===== config.mk =====
export PLATFORM = sky130hd
export DESIGN_NAME = kmf_ram
export DESIGN_NICKNAME = d
export VERILOG_FILES = /design/src/hw/rtl/kmf_ram.sv
export SDC_FILE = /design/constraint.sdc
export NUM_CORES = 1
export LEC_CHECK = 0
export BUFFER_PORTS_ARGS = -buffer_cell sky130_fd_sc_hd__buf_4
export CORE_MARGIN = 2
export CORE_UTILIZATION = 30
export DETAILED_ROUTE_END_ITERATION = 7
export HOLD_SLACK_MARGIN = 0.15
export SYNTH_ARGS = -nofsm -noshare
export SYNTH_HDL_FRONTEND = slang
export SYNTH_SLANG_ARGS = --single-unit

===== constraint.sdc =====
create_clock -name aclk -period 5.3 [get_ports aclk]
set_clock_uncertainty 0.15 [all_clocks]
set_input_delay 0.265 -clock aclk [delete_from_list [all_inputs] [get_ports aclk]]
set_output_delay 0.265 -clock aclk [all_outputs]
set_load 0.05 [all_outputs]

===== src/hw/rtl/kmf_ram.sv =====
// ----------------------------------------------------------------------------
// kmf_ram
// Generic simple dual-port RAM: one write port, one read port, registered read.
// ----------------------------------------------------------------------------
module kmf_ram #(
    parameter int DATA_W = 8,
    parameter int DEPTH  = 16
) (
    input  logic                                          aclk,
    input  logic                                          wr_en,
    input  logic [((DEPTH > 1) ? $clog2(DEPTH) : 1)-1:0] wr_addr,
    input  logic [DATA_W-1:0]                             wr_data,
    input  logic                                          rd_en,
    input  logic [((DEPTH > 1) ? $clog2(DEPTH) : 1)-1:0] rd_addr,
    output logic [DATA_W-1:0]                             rd_data
);

    logic [DATA_W-1:0] mem [DEPTH];

    always_ff @(posedge aclk) begin
        if (wr_en) begin
            mem[wr_addr] <= wr_data;
        end
        // read data holds until the next read
        if (rd_en) begin
            rd_data <= mem[rd_addr];
        end
    end

endmodule


==> qor.yml <==
drc: 0
setup_violations: 0
synth-seq-cells: 136
netlist_area_sq_um: 5230
clk_pin_slew_worst_paths_ns: 0.06
grtUsageMet2_pct: 17.1
hold_depth: 2
dr.pass1.iters: 4
dieArea_sq_um: 18500
start_kind: "input port"
initial_core_util_pct: 30.4
worst_pin_slew_ns: 0.984
antenna_found_initial: 0
cts_tree: "built"
numClockSinks: 136
fp.dieH_um: 136
netSwitchingPower_uw: 500
cts-root-buf: "clkbuf_16"
status: "completed"
hold_viol: 0
grt_max_degree: 33
seq_power_share_pct: 48.9
track_usage_pct: 12.2
drtIter0Drc: 201
grt.busiest_layer: "met1"
post-dp-hpwl_mm: 6.58
final_area_sq_um: 6300
synth.area.top_cells: "edfxtp_1 (78%), mux4_2 (7.8%), mux4_1 (7.0%)"
cts_resized: 0
cp.depth: 4
h-tree-depth: 4
crit_type: "in -> reg"
io_pins: 27
grt_overflow: 0
grt_pass1_wl_mm: 15.8
via_count: 2456
cp_top_family: "multiplexers"
antenna_cells: 0
hp-class: "in -> reg"
path_cells: "buf_4, mux4_1, a22oi_1, nand2_1"
coreArea_sq_um: 17200
vias_per_cell: 4.80
max_freq_mhz: 524
power_uw: 2500
synth_edf_count: 136
synth.distinct_cells: 18
syn_to_final_growth_pct: 20.6
leakagePower_uw: 0.00206
ys_warn_count: 0
yosysTopAreaCell: "edfxtp_1"
internal_power_uw: 1990
crit_fanout: 32
yosys.area.top_type_share_pct: 78.1
fin_setup_tns_ns: 0
layout-drive-gt1-share_pct: 26.5
clk_path_buf_depth: 2
synth_nets: 248
post_cts_buffers: 0
portBuffers: 26
fin_util_pct: 36.7
pwr-share-comb_pct: 5.5
crit_required_ns: 5.30
wl_per_cell_um: 20.6
fin_crit_sh_pct: 36.0
critPathCaptureType: "register"
rsz0062_at_grt: "false"
grt_use_met3_pct: 3.80
async_reset_ff_share_pct: 0
finalMaxSlewViolations: 0
worstSkewPairLatency_ns: 0.41
synth_cells: 229
r2r.worst_path.cells: 3
die_w_um: 136
critPathArrivalTime_ns: 1.90
use_met1_pct: 18.1
grt_pass1_vias: 2518
power_frac_clock_pct: 45.6
core.rowCount: 48
ant_nets: 0
worst_path_largest_cell_delay_ns: 0.63
ys_seq_area_share_pct: 78.1
slew-limit-headroom_pct: 33.9
drt_wl_total_mm: 10.6
cts_made_buffers: 17
syn_avg_cell_area_sq_um: 22.8
p_per_area_nw_per_um2: 396
peakVddDrop_mv: 0.205
gp_congestion: 0.731
cap_violations: 0
swShare_pct: 20.1
min_period_ns: 1.91
placed_cell_area_sq_um: 5640
num-nets-final: 295
synth_ff_type: "edfxtp_1"
slowest_stage: "mux4_1"
path_buf_inv: 1
[metal layers]
| layer | wire length, um | vias up |
|---|---|---|
| met4 | 27 | 0 |
| met3 | 959 | 2 |
| met2 | 4920 | 101 |
| li1 | - | 1076 |
| met1 | 4660 | 1277 |
| met5 | 0 | - |
[sequential cells by signal, summed over array words and instances (netlist names)]
| name | count |
|---|---|
| mem | 128 |
| rd_data | 8 |
[cell families (layout without fill, tap and decap cells)]
logic type,after synthesis,in the layout,synth area share [%]
AO/OA/AOI/OAI,16,16,2.30
AND/OR/NAND/NOR,35,35,3.14
buffers and inverters,10,68,1.65
flip-flops,136,136,78.1
multiplexers,32,32,14.8
[layout make-up]
cell class,count,area [sq um]
clock buffers,20,437
clock inverters,10,130
fillers,1610,10900
multi-input cells,83,1060
flip-flops and latches,136,4080
well taps,225,282
repair buffers,38,308
[synth_stat cells, types with 2 or more instances]
cell type and number:
mux4_1 14, nor2_1 13, clkdlybuf4s25_2 3, nor3_1 4, edfxtp_1 136, buf_2 3, nand3b_1 2, nand2_1 9
a22oi_1 16, buf_6 3, mux4_2 18, nand2b_1 2
[worst register-to-register path: stages, from the launching register on]
cell and delay (ns):
edfxtp_1 0.36, mux4_1 0.49, a22oi_1 0.40, nand2_1 0.10
[layout by cell type (no fill, tap or decap), types with 2 or more instances in the layout]
master           n
a22oi_1         16
buf_4           29
bufinv_16        3
clkbuf_1         3
clkbuf_16       17
clkinv_2         5
clkinvlp_4       2
dlygate4sd3_1    9
edfxtp_1       136
mux4_1          14
mux4_2          18
nand2_1          9
nand2b_1         2
nand3b_1         2
nor2_1          13
nor3_1           3
[final timing paths]
path | start | end | slack [ns]
worst min register to register | mem[7][2]$_DFFE_PP_ | rd_data[2]$_DFFE_PP_ | 0.60
worst max-delay path | rd_addr[0] | rd_data[5]$_DFFE_PP_ | 3.39
worst min-delay path | wr_addr[1] | mem[0][1]$_DFFE_PP_ | 0.15
worst max register to register | mem[0][5]$_DFFE_PP_ | rd_data[5]$_DFFE_PP_ | 3.54
[what timing repair did]
item / CTS / global route
hold buffers: 9 / 0
endpoints found under the hold margin: 136 / 0
endpoints found under the setup margin: 0 / 0
[metrics by stage]
step | setup WS [ns] | cells | hold WS [ns]
finish | 3.39 | 512 | 0.151
global route | 3.25 | 512 | 0.155
CTS | 3.28 | 512 | 0.185
detailed placement | 2.82 | 473 | 0.435
global placement | 2.86 | 473 | 0.420
floorplan | 3.39 | 229 | 0.214
[power groups by stage]
stage | clock [uW] | combinational [uW] | sequential, uW
final | 1140 | 136 | 1220
after global routing | 1200 | 147 | 1220
after CTS | 1150 | 138 | 1220
after detailed placement | 0 | 132 | 1240
after global placement | 0 | 130 | 1240
after floorplan | 0 | 61.2 | 1260
(Power assumes the default switching activity.)
